--- src/rtl/core/rrd_pkg.sv ---
package rrd_pkg;

    localparam int CFG_INDEX_W = 2;

    localparam logic [CFG_INDEX_W-1:0] CFG_BOTTOM_UP     = 2'd0;
    localparam logic [CFG_INDEX_W-1:0] CFG_PITCH         = 2'd1;
    localparam logic [CFG_INDEX_W-1:0] CFG_LINE_WIDTH    = 2'd2;
    localparam logic [CFG_INDEX_W-1:0] CFG_START_ADDRESS = 2'd3;

    localparam int LEN_W = 7;
    localparam int WIDTH_W = 16;

    localparam logic [WIDTH_W-1:0] RESET_PITCH      = 16'd320;
    localparam logic [WIDTH_W-1:0] RESET_LINE_WIDTH = 16'd320;

    typedef enum logic [3:0] {
        PH_START   = 4'b0001,
        PH_HEADER  = 4'b0010,
        PH_LITERAL = 4'b0100,
        PH_RUN     = 4'b1000
    } phase_t;

    typedef struct packed {
        phase_t           phase;
        logic [LEN_W-1:0] lit_rem;
        logic [LEN_W-1:0] run_len;
    } ctrl_t;

endpackage

--- src/rtl/core/rrd_in_if.sv ---
interface rrd_in_if;
    logic       valid;
    logic       ready;
    logic [7:0] code_byte;
    logic       last_byte;

    modport source (output valid, output code_byte, output last_byte, input ready);
    modport sink (input valid, input code_byte, input last_byte, output ready);
endinterface

--- src/rtl/core/rrd_out_if.sv ---
interface rrd_out_if #(
    parameter int ADDR_WIDTH = 24
);
    logic                  valid;
    logic                  ready;
    logic                  write_enable;
    logic [ADDR_WIDTH-1:0] write_address;
    logic [7:0]            write_value;
    logic [6:0]            write_count;
    logic [ADDR_WIDTH-1:0] total_written;
    logic                  stream_done;

    modport source (
        output valid, output write_enable, output write_address, output write_value,
        output write_count, output total_written, output stream_done, input ready
    );
    modport sink (
        input valid, input write_enable, input write_address, input write_value,
        input write_count, input total_written, input stream_done, output ready
    );
endinterface

--- src/rtl/core/rrd_step.sv ---
module rrd_step #(
    parameter int ADDR_WIDTH = 24
) (
    input  rrd_pkg::ctrl_t                 ctrl,
    input  logic [ADDR_WIDTH-1:0]          ptr,
    input  logic [ADDR_WIDTH-1:0]          total,
    input  logic                           bottom_up,
    input  logic [rrd_pkg::WIDTH_W-1:0]    pitch,
    input  logic [rrd_pkg::WIDTH_W-1:0]    line_width,
    input  logic [ADDR_WIDTH-1:0]          start_address,
    input  logic [7:0]                     code_byte,
    input  logic                           last_byte,
    output rrd_pkg::ctrl_t                 ctrl_next,
    output logic [ADDR_WIDTH-1:0]          ptr_next,
    output logic [ADDR_WIDTH-1:0]          total_next,
    output logic                           res_we,
    output logic [ADDR_WIDTH-1:0]          res_addr,
    output logic [7:0]                     res_value,
    output logic [rrd_pkg::LEN_W-1:0]      res_count,
    output logic                           res_done
);
    import rrd_pkg::*;

    localparam int EXT_W = ADDR_WIDTH + WIDTH_W;

    phase_t                ph;
    logic [ADDR_WIDTH-1:0] base_ptr;
    logic [ADDR_WIDTH-1:0] base_total;
    logic [ADDR_WIDTH-1:0] one_ext;
    logic [ADDR_WIDTH-1:0] run_ext;
    logic [EXT_W-1:0]      ptr_ext;
    logic [EXT_W-1:0]      sw_ext;
    logic [EXT_W-1:0]      rw_ext;
    logic [EXT_W-1:0]      skip_sum;

    // The first byte of a stream reloads the pointer and clears the total.
    always_comb
    begin
        if (ctrl.phase == PH_START)
        begin
            ph         = PH_HEADER;
            base_ptr   = start_address;
            base_total = '0;
        end
        else
        begin
            ph         = ctrl.phase;
            base_ptr   = ptr;
            base_total = total;
        end
    end

    assign one_ext = {{(ADDR_WIDTH-1){1'b0}}, 1'b1};
    assign run_ext = {{(ADDR_WIDTH-LEN_W){1'b0}}, ctrl.run_len};
    assign ptr_ext = {{WIDTH_W{1'b0}}, base_ptr};
    assign sw_ext  = {{ADDR_WIDTH{1'b0}}, pitch};
    assign rw_ext  = {{ADDR_WIDTH{1'b0}}, line_width};
    assign skip_sum = bottom_up ? (ptr_ext - rw_ext - sw_ext) : (ptr_ext + sw_ext - rw_ext);

    always_comb
    begin
        ctrl_next  = ctrl;
        ctrl_next.phase = ph;
        ptr_next   = base_ptr;
        total_next = base_total;
        res_we     = 1'b0;
        res_addr   = '0;
        res_value  = '0;
        res_count  = '0;
        unique case (ph)
            PH_HEADER:
            begin
                if (code_byte[7])
                begin
                    ctrl_next.lit_rem = code_byte[LEN_W-1:0];
                    if (code_byte[LEN_W-1:0] != '0)
                    begin
                        ctrl_next.phase = PH_LITERAL;
                    end
                end
                else if (code_byte == 8'd0)
                begin
                    ptr_next = skip_sum[ADDR_WIDTH-1:0];
                end
                else
                begin
                    ctrl_next.run_len = code_byte[LEN_W-1:0];
                    ctrl_next.phase   = PH_RUN;
                end
            end
            PH_LITERAL:
            begin
                res_we            = 1'b1;
                res_addr          = base_ptr;
                res_value         = code_byte;
                res_count         = {{(LEN_W-1){1'b0}}, 1'b1};
                ptr_next          = base_ptr + one_ext;
                total_next        = base_total + one_ext;
                ctrl_next.lit_rem = ctrl.lit_rem - {{(LEN_W-1){1'b0}}, 1'b1};
                if (ctrl.lit_rem == {{(LEN_W-1){1'b0}}, 1'b1})
                begin
                    ctrl_next.phase = PH_HEADER;
                end
            end
            default:
            begin
                res_we            = 1'b1;
                res_addr          = base_ptr;
                res_value         = code_byte;
                res_count         = ctrl.run_len;
                ptr_next          = base_ptr + run_ext;
                total_next        = base_total + run_ext;
                ctrl_next.run_len = '0;
                ctrl_next.phase   = PH_HEADER;
            end
        endcase
        // A final byte drops any unfinished block and rearms the stream start.
        if (last_byte)
        begin
            ctrl_next.phase   = PH_START;
            ctrl_next.lit_rem = '0;
            ctrl_next.run_len = '0;
        end
    end

    assign res_done = last_byte;

endmodule

--- src/rtl/core/row_rle_decoder.sv ---
// Channel   Direction  Payload
// in_chan   sink       code_byte[7:0], last_byte
// out_chan  source     write_enable, write_address, write_value, write_count,
//                      total_written, stream_done
//
// One request is accepted every cycle while the result register is free or being taken; its result is registered there.
// Throughput is set by the single decode stage between the input and result registers.
// Reset clears the handshake registers and the decoder phase and returns the
// configuration registers to their reset values.
// A stalled result holds in its register while one more request waits in the input register.
module row_rle_decoder #(
    parameter int ADDR_WIDTH = 24,
    localparam int CFG_DATA_W = (ADDR_WIDTH > 16) ? ADDR_WIDTH : 16
) (
    input  logic                             clk,
    input  logic                             rst_n,
    input  logic                             cfg_write_enable,
    input  logic [rrd_pkg::CFG_INDEX_W-1:0]  cfg_index,
    input  logic [CFG_DATA_W-1:0]            cfg_data,
    rrd_in_if.sink                           in_chan,
    rrd_out_if.source                        out_chan
);
    import rrd_pkg::*;

    logic                  bottom_up_reg;
    logic [WIDTH_W-1:0]    pitch_reg;
    logic [WIDTH_W-1:0]    line_width_reg;
    logic [ADDR_WIDTH-1:0] start_address_reg;

    logic                  in_valid_reg;
    logic                  in_valid_next;
    logic [7:0]            in_byte_reg;
    logic                  in_last_reg;

    ctrl_t                 ctrl_reg;
    ctrl_t                 ctrl_next;
    logic [ADDR_WIDTH-1:0] ptr_reg;
    logic [ADDR_WIDTH-1:0] ptr_next;
    logic [ADDR_WIDTH-1:0] total_reg;
    logic [ADDR_WIDTH-1:0] total_next;

    logic                  out_valid_reg;
    logic                  out_valid_next;
    logic                  out_we_reg;
    logic [ADDR_WIDTH-1:0] out_addr_reg;
    logic [7:0]            out_value_reg;
    logic [LEN_W-1:0]      out_count_reg;
    logic [ADDR_WIDTH-1:0] out_total_reg;
    logic                  out_done_reg;

    logic                  res_we;
    logic [ADDR_WIDTH-1:0] res_addr;
    logic [7:0]            res_value;
    logic [LEN_W-1:0]      res_count;
    logic                  res_done;

    logic                  advance;
    logic                  in_take;

    always_ff @(posedge clk or negedge rst_n)
    begin
        if (!rst_n)
        begin
            bottom_up_reg     <= 1'b0;
            pitch_reg         <= RESET_PITCH;
            line_width_reg    <= RESET_LINE_WIDTH;
            start_address_reg <= '0;
        end
        else if (cfg_write_enable)
        begin
            unique case (cfg_index)
                CFG_BOTTOM_UP:     bottom_up_reg     <= cfg_data[0];
                CFG_PITCH:         pitch_reg         <= cfg_data[WIDTH_W-1:0];
                CFG_LINE_WIDTH:    line_width_reg    <= cfg_data[WIDTH_W-1:0];
                CFG_START_ADDRESS: start_address_reg <= cfg_data[ADDR_WIDTH-1:0];
                default:           bottom_up_reg     <= bottom_up_reg;
            endcase
        end
    end

    assign advance        = in_valid_reg && (!out_valid_reg || out_chan.ready);
    assign in_chan.ready  = !in_valid_reg || advance;
    assign in_take        = in_chan.valid && in_chan.ready;
    assign in_valid_next  = in_take ? 1'b1 : (advance ? 1'b0 : in_valid_reg);
    assign out_valid_next = advance ? 1'b1 : (out_chan.ready ? 1'b0 : out_valid_reg);

    always_ff @(posedge clk or negedge rst_n)
    begin
        if (!rst_n)
        begin
            in_valid_reg  <= 1'b0;
            out_valid_reg <= 1'b0;
            ctrl_reg      <= '{phase: PH_START, lit_rem: '0, run_len: '0};
            ptr_reg       <= '0;
            total_reg     <= '0;
        end
        else
        begin
            in_valid_reg  <= in_valid_next;
            out_valid_reg <= out_valid_next;
            if (advance)
            begin
                ctrl_reg  <= ctrl_next;
                ptr_reg   <= ptr_next;
                total_reg <= total_next;
            end
        end
    end

    always_ff @(posedge clk)
    begin
        if (in_take)
        begin
            in_byte_reg <= in_chan.code_byte;
            in_last_reg <= in_chan.last_byte;
        end
        if (advance)
        begin
            out_we_reg    <= res_we;
            out_addr_reg  <= res_addr;
            out_value_reg <= res_value;
            out_count_reg <= res_count;
            out_total_reg <= total_next;
            out_done_reg  <= res_done;
        end
    end

    rrd_step #(
        .ADDR_WIDTH(ADDR_WIDTH)
    ) u_step (
        .ctrl          (ctrl_reg),
        .ptr           (ptr_reg),
        .total         (total_reg),
        .bottom_up     (bottom_up_reg),
        .pitch         (pitch_reg),
        .line_width    (line_width_reg),
        .start_address (start_address_reg),
        .code_byte     (in_byte_reg),
        .last_byte     (in_last_reg),
        .ctrl_next     (ctrl_next),
        .ptr_next      (ptr_next),
        .total_next    (total_next),
        .res_we        (res_we),
        .res_addr      (res_addr),
        .res_value     (res_value),
        .res_count     (res_count),
        .res_done      (res_done)
    );

    assign out_chan.valid         = out_valid_reg;
    assign out_chan.write_enable  = out_we_reg;
    assign out_chan.write_address = out_addr_reg;
    assign out_chan.write_value   = out_value_reg;
    assign out_chan.write_count   = out_count_reg;
    assign out_chan.total_written = out_total_reg;
    assign out_chan.stream_done   = out_done_reg;

    a_no_write_zero: assert property (@(posedge clk) disable iff (!rst_n)
        (out_valid_reg && !out_we_reg) |->
            (out_addr_reg == '0 && out_value_reg == '0 && out_count_reg == '0))
        else $error("result without a write carries nonzero fields");

    a_literal_len: assert property (@(posedge clk) disable iff (!rst_n)
        (ctrl_reg.phase == PH_LITERAL) |-> (ctrl_reg.lit_rem != '0))
        else $error("literal phase with no bytes remaining");

    a_run_len: assert property (@(posedge clk) disable iff (!rst_n)
        (ctrl_reg.phase == PH_RUN) |-> (ctrl_reg.run_len != '0))
        else $error("run phase with zero run length");

    a_done_rearms: assert property (@(posedge clk) disable iff (!rst_n)
        (out_valid_reg && out_done_reg) |-> (ctrl_reg.phase == PH_START))
        else $error("stream end did not rearm the stream start");

endmodule

--- src/flat_wrapper.sv ---
// flat-port wrapper written by rule: the top's interface ports become plain ports
module row_rle_decoder_flat import rrd_pkg::*;
#(
    parameter int ADDR_WIDTH = 24,
    localparam int CFG_DATA_W = (ADDR_WIDTH > 16) ? ADDR_WIDTH : 16
)
  (clk, rst_n, cfg_write_enable, cfg_index, cfg_data, in_chan_valid, in_chan_code_byte, in_chan_last_byte, in_chan_ready, out_chan_valid, out_chan_write_enable, out_chan_write_address, out_chan_write_value, out_chan_write_count, out_chan_total_written, out_chan_stream_done, out_chan_ready);
  rrd_in_if in_chan_i ();
  rrd_out_if #(.ADDR_WIDTH(ADDR_WIDTH)) out_chan_i ();
  input  logic clk;
  input  logic rst_n;
  input  logic cfg_write_enable;
  input  logic [rrd_pkg::CFG_INDEX_W-1:0] cfg_index;
  input  logic [CFG_DATA_W-1:0] cfg_data;
  input wire logic [$bits(in_chan_i.valid)-1:0] in_chan_valid;
  input wire logic [$bits(in_chan_i.code_byte)-1:0] in_chan_code_byte;
  input wire logic [$bits(in_chan_i.last_byte)-1:0] in_chan_last_byte;
  output wire logic [$bits(in_chan_i.ready)-1:0] in_chan_ready;
  output wire logic [$bits(out_chan_i.valid)-1:0] out_chan_valid;
  output wire logic [$bits(out_chan_i.write_enable)-1:0] out_chan_write_enable;
  output wire logic [$bits(out_chan_i.write_address)-1:0] out_chan_write_address;
  output wire logic [$bits(out_chan_i.write_value)-1:0] out_chan_write_value;
  output wire logic [$bits(out_chan_i.write_count)-1:0] out_chan_write_count;
  output wire logic [$bits(out_chan_i.total_written)-1:0] out_chan_total_written;
  output wire logic [$bits(out_chan_i.stream_done)-1:0] out_chan_stream_done;
  input wire logic [$bits(out_chan_i.ready)-1:0] out_chan_ready;
  assign in_chan_i.valid = in_chan_valid;
  assign in_chan_i.code_byte = in_chan_code_byte;
  assign in_chan_i.last_byte = in_chan_last_byte;
  assign in_chan_ready = in_chan_i.ready;
  assign out_chan_valid = out_chan_i.valid;
  assign out_chan_write_enable = out_chan_i.write_enable;
  assign out_chan_write_address = out_chan_i.write_address;
  assign out_chan_write_value = out_chan_i.write_value;
  assign out_chan_write_count = out_chan_i.write_count;
  assign out_chan_total_written = out_chan_i.total_written;
  assign out_chan_stream_done = out_chan_i.stream_done;
  assign out_chan_i.ready = out_chan_ready;
  row_rle_decoder #(.ADDR_WIDTH(ADDR_WIDTH)) u_core (.clk(clk), .rst_n(rst_n), .cfg_write_enable(cfg_write_enable), .cfg_index(cfg_index), .cfg_data(cfg_data), .in_chan(in_chan_i), .out_chan(out_chan_i));
endmodule
--- config.mk ---
export PLATFORM = sky130hd
export DESIGN_NAME = row_rle_decoder_flat
export DESIGN_NICKNAME = d
export VERILOG_FILES = /design/src/rtl/core/rrd_pkg.sv /design/src/rtl/core/rrd_in_if.sv /design/src/rtl/core/rrd_out_if.sv /design/src/rtl/core/rrd_step.sv /design/src/rtl/core/row_rle_decoder.sv /design/src/flat_wrapper.sv
export SDC_FILE = /design/constraint.sdc
export NUM_CORES = 1
export LEC_CHECK = 0
export BUFFER_PORTS_ARGS = -buffer_cell sky130_fd_sc_hd__buf_4
export CAP_MARGIN = 20
export CORE_MARGIN = 3
export CORE_UTILIZATION = 60
export CTS_CLUSTER_SIZE = 24
export DETAILED_ROUTE_END_ITERATION = 10
export PLACE_DENSITY_LB_ADDON = 0.1
export SLEW_MARGIN = 10
export SYNTH_ARGS = -nofsm -noshare
export SYNTH_HDL_FRONTEND = slang
export SYNTH_HIERARCHICAL = 1
export SYNTH_SLANG_ARGS = --single-unit
--- constraint.sdc ---
create_clock -name clk -period 7.1 [get_ports clk]
set_clock_uncertainty 0.2 [all_clocks]
set_input_delay 0.71 -clock clk [delete_from_list [all_inputs] [get_ports clk]]
set_output_delay 0.71 -clock clk [all_outputs]
set_load 0.01 [all_outputs]
==> results of run 1 <==
## worst max-delay path, delay by kind of cell, from the launching register on
kind	cells	cell delay, ns
adder cells (fa/ha/maj)	2	0.77
multiplexers	2	0.96
buffers and inverters	2	0.52
XOR/XNOR	1	0.11
AND/OR/NAND/NOR	4	1.09
flip-flops	1	0.62
AO/OA/AOI/OAI	5	1.38
## how the worst max path moves through the flow
stage	from	endpoint	slack, ns
floorplan	u_core/ctrl_reg[14]	u_core/ptr_reg[18]	2.01
global placement	u_core/ctrl_reg[14]	u_core/ptr_reg[16]	1.54
detailed placement	u_core/ctrl_reg[14]	u_core/ptr_reg[23]	1.39
CTS	u_core/ctrl_reg[14]	u_core/ptr_reg[23]	1.38
global route	u_core/ctrl_reg[14]	u_core/ptr_reg[23]	0.96
finish	u_core/ctrl_reg[14]	u_core/ptr_reg[23]	1.31
## metrics by stage
| stage | setup slack, ns | hold WS [ns] | total power [mW] |
|---|---|---|---|
| floorplan | 2.007 | 0.2144 | 5.227 |
| finish | 1.313 | 0.1624 | 7.415 |
| global placement | 1.543 | 0.2794 | 6.274 |
| CTS | 1.375 | 0.1849 | 7.368 |
| global route | 0.9649 | 0.2174 | 8.006 |
| detailed placement | 1.392 | 0.2843 | 6.347 |
## cells in the final DEF (no fill, tap or decap), types with 11 or more instances in the layout
cell type	Yosys	layout
a21o_1	16	16
mux2_2	88	88
nand3_1	31	31
xnor2_1	50	50
xor2_1	26	26
mux2i_1	28	28
nor2_1	105	105
o21ai_0	50	50
buf_4	1	119
dfrtp_1	120	120
fa_1	34	34
clkbuf_16	0	17
edfxtp_1	74	74
nor3_1	15	14
inv_1	102	101
a21oi_1	66	66
and2_1	28	28
a211oi_1	11	11
mux2_4	41	41
nand2_1	81	80
o211ai_1	14	14
ha_1	67	67
## area by class of cell
cell class	count	area, um2
Tap cell	275	344.1
Fill cell	1608	6578
Timing Repair Buffer	119	893.4
Clock inverter	14	160.2
Clock buffer	18	429.2
Inverter	103	386.6
Sequential cell	199	5356
Multi-Input combinational cell	901	7272
## layer usage
layer / wire, um / up-vias
li1: - / 4582
met1: 14060 / 4788
met2: 15250 / 317
met3: 1610 / 48
met4: 583 / 0
met5: 0 / -
## power breakdown
part           switching [mW]  internal (mW)  total [mW]
Clock                   0.469          0.502       0.971
Sequential              0.215           1.51        1.72
Combinational            2.74           1.99        4.72
## cells by family (layout without fill, tap and decap cells)
group                      count (synthesis)  count (layout)
AOI/OAI and AO/OA                        235             235
xor gates and xnor gates                  76              76
adders and majority gates                101             101
buffers and inverters                    158             254
DFF                                      199             199
muxes                                    158             158
and+or+nand+nor                          331             331
==> summary.txt, run 1 <==
Detailed routing
  • First-pass DRT Iterations: 5
  • DRC: 0
  • Routed length per instance: 19.34 um
  • Final wirelength: 31510 um
  • Drt initial violations: 680
  • Vias: 9735
  • Antenna Violating Nets Remaining: 0
  • Vias/cell: 5.976

Yosys
  • Largest family of logic cells by synthesized area: multiplexers
  • Post-synth top cells: 120 x dfrtp_1, 105 x nor2_1, 102 x inv_1
  • Post-Synth XOR/XNOR Area: 5.009%
  • Compound-cell area share of the yosys netlist: 11.36%
  • Share of synthesized area spent on multiplexers: 14.37%
  • Async set or reset register ratio after synthesis: 62.81%
  • Syn Std Cell Area: 0.01329 mm2
  • Mapped Avg Cell Area: 10.56 um2
  • Synth top area share: 22.60%
  • Adder-cell share of the synthesized area: 11.43%
  • Synth Flop Type: dfrtp_1
  • Sequential share of the synthesized area: 40.31%
  • Unique masters post-synth: 78
  • Most common cell in the netlist: dfrtp_1
  • Yosys warnings: 6
  • Largest cells by area after synthesis: dfrtp_1 23%, edfxtp_1 17%, mux2_2 7.5%, ha_1 6.3%, fa_1 5.1%
  • Post-synth top area cell: dfrtp_1
  • Syn Inst Count: 1258
  • Synth Area in Simple Gates: 12.44%
  • Yosys reg bits: 199
  • Number of synthesized flops with an enable pin: 74
  • Post-synth net total: 1399

Critical path
  • Critical path class: flop to flop
  • Slowest stage delay, CP: 0.73 ns
  • Critical-path cell list: nor4b_4 -> buf_4 -> mux2i_1 -> fa_1 -> inv_1 -> ha_1 -> nand2_1 -> a211oi_1 -> a211oi_1 -> o21ai_0 -> nand2_1 -> nand4b_1 -> o41ai_1 -> a311oi_1 -> xor2_1 -> mux2_2
  • Reg-to-reg endpoint: u_core/ptr_reg[23]
  • Cells on worst reg2reg path: 16
  • Reg-to-reg slack, setup: 1.31 ns
  • Crit-path slowest cell: nor4b_4
  • Worst-path fanout max: 15
  • Startpoint types: flop
  • Arr. time, crit path: 5.90 ns
  • CP required: 7.22 ns
  • Crit path capture type: flop
  • RR Startpoint: u_core/ctrl_reg[14]

Global routing
  • Total Routing Usage GR: 27.04%
  • Top Usage Layer GRT: met2
  • Antenna violations before repair: 0
  • Vias in the first global route: 9864
  • Wire length of the first global-routing pass: 51710 um
  • Largest net degree at the start of global routing: 79
  • GRT met3 Usage: 3.945%
  • Routing usage on met1: 37.45%
  • GRT met2 Usage: 44.74%
  • Gr ovfl total: 0

Clock network
  • CTS hold repair buffers: 0
  • CTS H-tree lvls: 4
  • Clk slew on worst S/H paths: 0.08 ns
  • Clock sinks: 199
  • Post-CTS Setup Bufs: 0
  • Post-CTS sizing: 0
  • CTS tree: yes
  • Root Buffer: clkbuf_16
  • Max Buffers Root-to-Sink: 2
  • Skew-Pair Late Insertion Delay: 0.44 ns
  • TritonCTS Buffers: 17

Placement
  • Cells after DPL: 1597
  • Detailed placer's ending HPWL: 22780 um
  • Placed cell areas: 0.01425 mm2
  • Routability Congestion: 0.9147
  • Port bufs: 106

Timing
  • Final-report hold violation count: 0
  • Relative slew margins: 42.37%
  • Pins Over Slew Limit: 0
  • Worst Max-Slew Pin Slew: 0.8644 ns
  • Period minus WS final: 5.787 ns
  • Tcrit/Tclk final: 81.50%
  • Final setup viols: 0
  • RSZ-0062 raised after global routing: false
  • F_max: 0.1728 GHz
  • Setup TNS: 0 ns

Hold path
  • Worst min path class: input pin to asynchronous set/reset pin

Pwr
  • Power per standard cell area: 499.6 mW/mm2
  • Pleak: 6.778 nW
  • Worst VDD drop: 0.2651 mV

Cells and area
  • Area grow syn2layout: 11.69%
  • Design area: 0.01484 mm2
  • Final Non-Filler Cells: 1629
  • Fraction of final layout cells sized beyond drive strength 1: 22.82%
  • Ant. Diodes: 0
  • Nets: 1482
  • Post-layout util: 69.29%

Die
  • Site Rows: 53
  • Starting Density: 62.04%
  • Die H: 154.8 um
  • IO Count: 107
  • Core Area: 0.02142 mm2
  • Die ar.: 0.02397 mm2
  • Die W: 154.8 um

Flow run
  • Number of max-cap violations: 0

Outcome
  • Status: finished clean
No activity file was read; power rests on OpenSTA's default activity.
==> run 2: changes to the inputs <==
clock period = 5.9 ns   (was 7.1 ns; I/O delays follow)
==> run 2 against run 1 <==
Clock-buffer cell count decreased by 1. Cell count increased by 0.74%. Sequential share of layout area decreased by 0.30 points. Design area increased by 0.83%. Core utilization increased by 0.58 points. Global-route usage decreased by 0.26 points. Sequential power increased by 19%. Wire length decreased by 0.49%. Critical path type unchanged.
==> summary.txt, run 2 (synthesis results as in run 1) <==
Outcome
  • Status: finished clean

Clock network
  • CTS tree: yes
  • TritonCTS Buffers: 17
  • Max Buffers Root-to-Sink: 2
  • Skew-Pair Late Insertion Delay: 0.44 ns
  • Clk slew on worst S/H paths: 0.08 ns
  • Clock sinks: 199
  • CTS H-tree lvls: 4
  • Root Buffer: clkbuf_16

Timing
  • Final-report hold violation count: 0
  • Period minus WS final: 5.251 ns
  • Worst Max-Slew Pin Slew: 0.8568 ns
  • RSZ-0062 raised after global routing: false
  • Relative slew margins: 42.88%
  • F_max: 0.1904 GHz
  • Pins Over Slew Limit: 0
  • Tcrit/Tclk final: 89.00%
  • Setup TNS: 0 ns
  • Final setup viols: 0
  • Final Hold Slack: 0.1178 ns
  • Setup ws final: 0.6488 ns

Global routing
  • Largest net degree at the start of global routing: 79
  • Total Routing Usage GR: 26.78%
  • GRT met3 Usage: 4.952%
  • Antenna violations before repair: 1
  • Top Usage Layer GRT: met2
  • Wire length of the first global-routing pass: 50920 um
  • Vias in the first global route: 9725
  • Routing usage on met1: 35.56%
  • GRT met2 Usage: 45.51%
  • Gr ovfl total: 0

Cells and area
  • Fraction of final layout cells sized beyond drive strength 1: 23.50%
  • Final Non-Filler Cells: 1641
  • Most frequent cells in the layout: 129 x buf_4, 120 x dfrtp_1, 105 x nor2_1
  • Most common cell after layout, fill and taps aside: buf_4
  • Fillers: 1634
  • Nets: 1494
  • Design area: 0.01497 mm2
  • Area grow syn2layout: 12.63%
  • Ant. Diodes: 0

Placement
  • Placed cell areas: 0.01435 mm2
  • Routability Congestion: 0.9158
  • Detailed placer's ending HPWL: 22630 um
  • Post-Place Worst Slack: 0.7981 ns
  • Port bufs: 106
  • Cells after DPL: 1608

Pwr
  • Power per standard cell area: 601.3 mW/mm2
  • Sequential Power Share: 22.8%
  • Sw power: 4.172 mW
  • Logic gate share of total power: 64.2%
  • Pleak: 6.843 nW
  • Net Sw Frac: 46.36%
  • Clock Power Share: 13.0%
  • Cell-internal power: 4.827 mW
  • Worst VDD drop: 0.3215 mV

Critical path
  • Critical path class: flop to flop
  • Startpoint types: flop
  • Worst-path fanout max: 37
  • CP required: 6.02 ns
  • Crit path capture type: flop
  • Arr. time, crit path: 5.37 ns
  • Reg-to-reg slack, setup: 0.65 ns

Die
  • Die ar.: 0.02397 mm2
  • IO Count: 107
  • Die H: 154.8 um
  • Die W: 154.8 um
  • Starting Density: 62.04%
  • Core Area: 0.02142 mm2
  • Site Rows: 53

Detailed routing
  • Final wirelength: 31360 um
  • Routed length per instance: 19.11 um
  • DRC: 0
  • Vias: 9757
  • Drt initial violations: 631
  • Antenna Violating Nets Remaining: 0
  • First-pass DRT Iterations: 7
  • Vias/cell: 5.946

Flow run
  • Number of max-cap violations: 0

Hold path
  • Worst min path class: input pin to flop
==> run 2: cell types whose count changed in the layout (fill, tap and decap cells not counted), sizes merged <==
cell         before  now
inv             109  107
clkbuf           18   17
clkinvlp          1    0
clkinv            6   11
bufinv            1    0
buf             119  130
dlygate4sd3       0    1
==> run 2: what timing repair did <==
action / CTS / global route
hold buffers: 1 / 0
hold endpoints to repair: 25 / 0
buffers inserted: 0 / 0
resized for setup: 0 / 0
==> run 2: routing by layer <==
metal  up-vias  share of wire (%)
met5         -              0.041
met4         2                1.8
met3        45                5.6
met2       318                 49
met1      4781                 44
li1       4611                  -
==> run 2: area by class of cell <==
type / count / area (um2) / share of cell area, %
inverter: 103 / 386.6 / 2.583
multi-input combinational: 901 / 7272 / 48.59
clock buffer: 17 / 425.4 / 2.843
sequential: 199 / 5356 / 35.79
tap: 275 / 344.1 / 2.299
timing repair buffer: 131 / 998.5 / 6.672
clock inverter: 15 / 182.7 / 1.221
==> run 2: worst max-delay path, cell delays in order (launching register included) <==
cell and delay [ns]:
dfstp_2 0.61, nor4b_4 0.27, buf_12 0.32, mux2i_4 0.47, fa_1 0.49, inv_1 0.08
ha_1 0.26, nand2b_1 0.13, a21oi_1 0.09, o41ai_1 0.53, a21oi_1 0.22, or2_2 0.35
o41ai_1 0.36, xor2_1 0.21, a221o_1 0.17, o22ai_1 0.07, mux2_2 0.30
==> run 2: path summary, 6_finish.rpt <==
| path | startpoint | end | depth (start not counted) |
|---|---|---|---|
| max in group asynchronous | rst_n | u_core/start_address_reg[11] | 3 |
| worst max-delay path | u_core/ctrl_reg[14] | u_core/ptr_reg[16] | 16 |
| worst min-delay path | in_chan_code_byte[4] | u_core/in_byte_reg[4] | 1 |
| min in group asynchronous | rst_n | u_core/total_reg[16] | 2 |
| worst max register to register | u_core/ctrl_reg[14] | u_core/ptr_reg[16] | 16 |
| worst min register to register | u_core/total_reg[0] | u_core/total_reg[0] | 1 |
==> run 2: power groups by stage <==
stage	Combinational [mW]	Sequential (mW)	Clock, mW
after floorplan	4.24	2.05	0
after global placement	5.62	2.07	0
after detailed placement	5.65	2.08	0
after CTS	5.72	2.05	1.19
after global routing	6.38	2.10	1.25
final	5.77	2.05	1.17
==> run 2: through the flow <==
step | util [%] | total power, mW
detailed placement | 66.98 | 7.735
CTS | 69.87 | 8.964
floorplan | - | 6.290
global route | 69.87 | 9.728
finish | 69.87 | 8.999
global placement | 66.98 | 7.686
==> run 3: changes to the inputs <==
CORE_UTILIZATION = 55   (was 60)
clock period = 4.5 ns   (was 5.9 ns; I/O delays follow)
==> run 3 against run 2 <==
Highest routed layer is now met4. Sequential power grew 32%. Clock power grew 35%. First-iteration DRC count grew 18%. Largest cell class unchanged. Die area grew 8.7%. Flip-flop and latch count is the same. Sequential share of layout area shrank 3.4 points. Hold slack lost 0.098 ns. Register-to-register slack lost 0.63 ns. Fmax grew 17%. Design area grew 11%.
==> summary.txt, run 3 (synthesis results as in run 1) <==
Detailed routing
  • Final wirelength: 33390 um
  • Antenna Violating Nets Remaining: 0
  • Vias: 10148
  • Routed length per instance: 18.59 um
  • DRC: 0
  • Vias/cell: 5.650
  • First-pass DRT Iterations: 6
  • Drt initial violations: 744

Cells and area
  • Final Non-Filler Cells: 1796
  • Nets: 1605
  • Post-layout util: 70.06%
  • Fillers: 1785
  • Ant. Diodes: 0
  • Most frequent cells in the layout: 219 x buf_4, 120 x dfrtp_1, 103 x nor2_1
  • Area grow syn2layout: 24.50%
  • Most common cell after layout, fill and taps aside: buf_4
  • Fraction of final layout cells sized beyond drive strength 1: 33.38%

Pwr
  • Sequential Power Share: 18.8%
  • Sw power: 6.406 mW
  • Worst VDD drop: 0.4338 mV
  • Pleak: 7.490 nW
  • Net Sw Frac: 44.62%
  • Cell-internal power: 7.952 mW
  • Clock Power Share: 11.0%
  • Logic gate share of total power: 70.2%
  • Power per standard cell area: 867.9 mW/mm2

Die
  • Die ar.: 0.02606 mm2
  • Die W: 161.4 um
  • Starting Density: 56.27%
  • Site Rows: 56
  • Die H: 161.4 um
  • Core Area: 0.02361 mm2
  • IO Count: 107

Critical path
  • Crit path max-delay family: compound AO/OA/AOI/OAI gates
  • Crit path buffers/inverters: 4
  • CP required: 4.63 ns
  • CP dominant cell by count: o41ai_4
  • Critical-path cell list: nor4b_4 -> buf_4 -> buf_12 -> buf_6 -> mux2i_4 -> fa_2 -> inv_2 -> ha_4 -> a21o_4 -> o41ai_4 -> a21oi_2 -> or2_4 -> o41ai_4 -> xor2_1 -> a221o_1 -> o22ai_1 -> mux2_4
  • Crit-path slowest cell: dfstp_2
  • Crit path capture type: flop
  • Slowest stage delay, CP: 0.54 ns
  • Cells on worst reg2reg path: 17
  • Worst-path fanout max: 6
  • Crit path depth: 17
  • Critical path class: flop to flop
  • Arr. time, crit path: 4.60 ns
  • Startpoint types: flop

Global routing
  • Vias in the first global route: 10116
  • GRT met2 Usage: 41.92%
  • GRT met3 Usage: 3.052%
  • Largest net degree at the start of global routing: 79
  • Routing usage on met1: 35.33%
  • Gr ovfl total: 0
  • Top Usage Layer GRT: met2
  • Wire length of the first global-routing pass: 52580 um
  • Total Routing Usage GR: 25.33%
  • Antenna violations before repair: 0

Placement
  • Port bufs: 106
  • Cells after DPL: 1728
  • Routability Congestion: 0.9308
  • Detailed placer's ending HPWL: 23490 um
  • Post-Place Worst Slack: -0.1003 ns

Clock network
  • Skew-Pair Late Insertion Delay: 0.45 ns
  • Clk slew on worst S/H paths: 0.08 ns
  • Clock sinks: 199
  • CTS H-tree lvls: 4
  • Max Buffers Root-to-Sink: 2
  • CTS tree: yes
  • Root Buffer: clkbuf_16
  • TritonCTS Buffers: 17

Flow run
  • Number of max-cap violations: 0

Timing
  • Relative slew margins: 33.55%
  • Setup ws final: 0.02129 ns
  • Pins Over Slew Limit: 0
  • Final setup viols: 0
  • Tcrit/Tclk final: 99.53%
  • Final-report hold violation count: 0
  • Worst Max-Slew Pin Slew: 0.9967 ns
  • F_max: 0.2233 GHz
  • RSZ-0062 raised after global routing: true
  • Setup TNS: 0 ns
  • Period minus WS final: 4.479 ns

Outcome
  • Status: finished clean

Hold path
  • Worst min path class: input pin to flop
  • Hold Path Stages: 2
run 3: final cells by class:
class                      count  area, um2  share of cell area, %
multi-input combinational    901       7819                  47.26
sequential                   199       5356                  32.38
timing repair buffer         242       1969                  11.90
clock buffer                  18      429.2                  2.594
tap                          319      399.1                  2.413
inverter                     103      389.1                  2.352
clock inverter                14      181.4                  1.097
run 3: routing by layer:
layer | share of wire (%) | vias to the layer above | routed length, um
met2 | 49 | 284 | 16280
li1 | - | 4833 | -
met4 | 1.5 | 0 | 502
met1 | 45 | 4993 | 15060
met5 | 0 | - | 0
met3 | 4.6 | 38 | 1543
run 3: metrics by stage:
| stage | power, mW | hold slack (ns) | cell area (um2) |
|---|---|---|---|
| after CTS | 13.24 | 0.007956 | 16030 |
| after global routing | 15.36 | 0.02108 | 16540 |
| after detailed placement | 11.19 | 0.2918 | 15100 |
| after floorplan | 8.428 | -0.04559 | 13430 |
| after global placement | 11.10 | 0.2801 | 15100 |
| final | 14.36 | 0.02012 | 16540 |
run 3: worst paths after layout:
check                                      endpoint  slack [ns]                start
max in group asynchronous  u_core/line_width_reg[8]        2.81                rst_n
min in group asynchronous      u_core/total_reg[16]        0.38                rst_n
max                              u_core/ptr_reg[16]        0.02  u_core/ctrl_reg[14]
max reg2reg                      u_core/ptr_reg[16]        0.02  u_core/ctrl_reg[14]
min                             u_core/in_valid_reg        0.02        in_chan_valid
min reg2reg                     u_core/total_reg[0]        0.31  u_core/total_reg[0]
run 3: power by group through the flow:
stage	registers (mW)	clock network (mW)	logic [mW]
after floorplan	2.70	0	5.72
final	2.70	1.58	10.1
after detailed placement	2.73	0	8.46
after global routing	2.76	1.68	10.9
after CTS	2.70	1.61	8.94
after global placement	2.72	0	8.38
run 3: timing repair:
item	in CTS	in global routing
buffers inserted	6	23
hold endpoints to repair	56	0
resized for setup	27	65
endpoints found under the setup margin	9	15
hold buffers	10	0
pin swaps	11	54
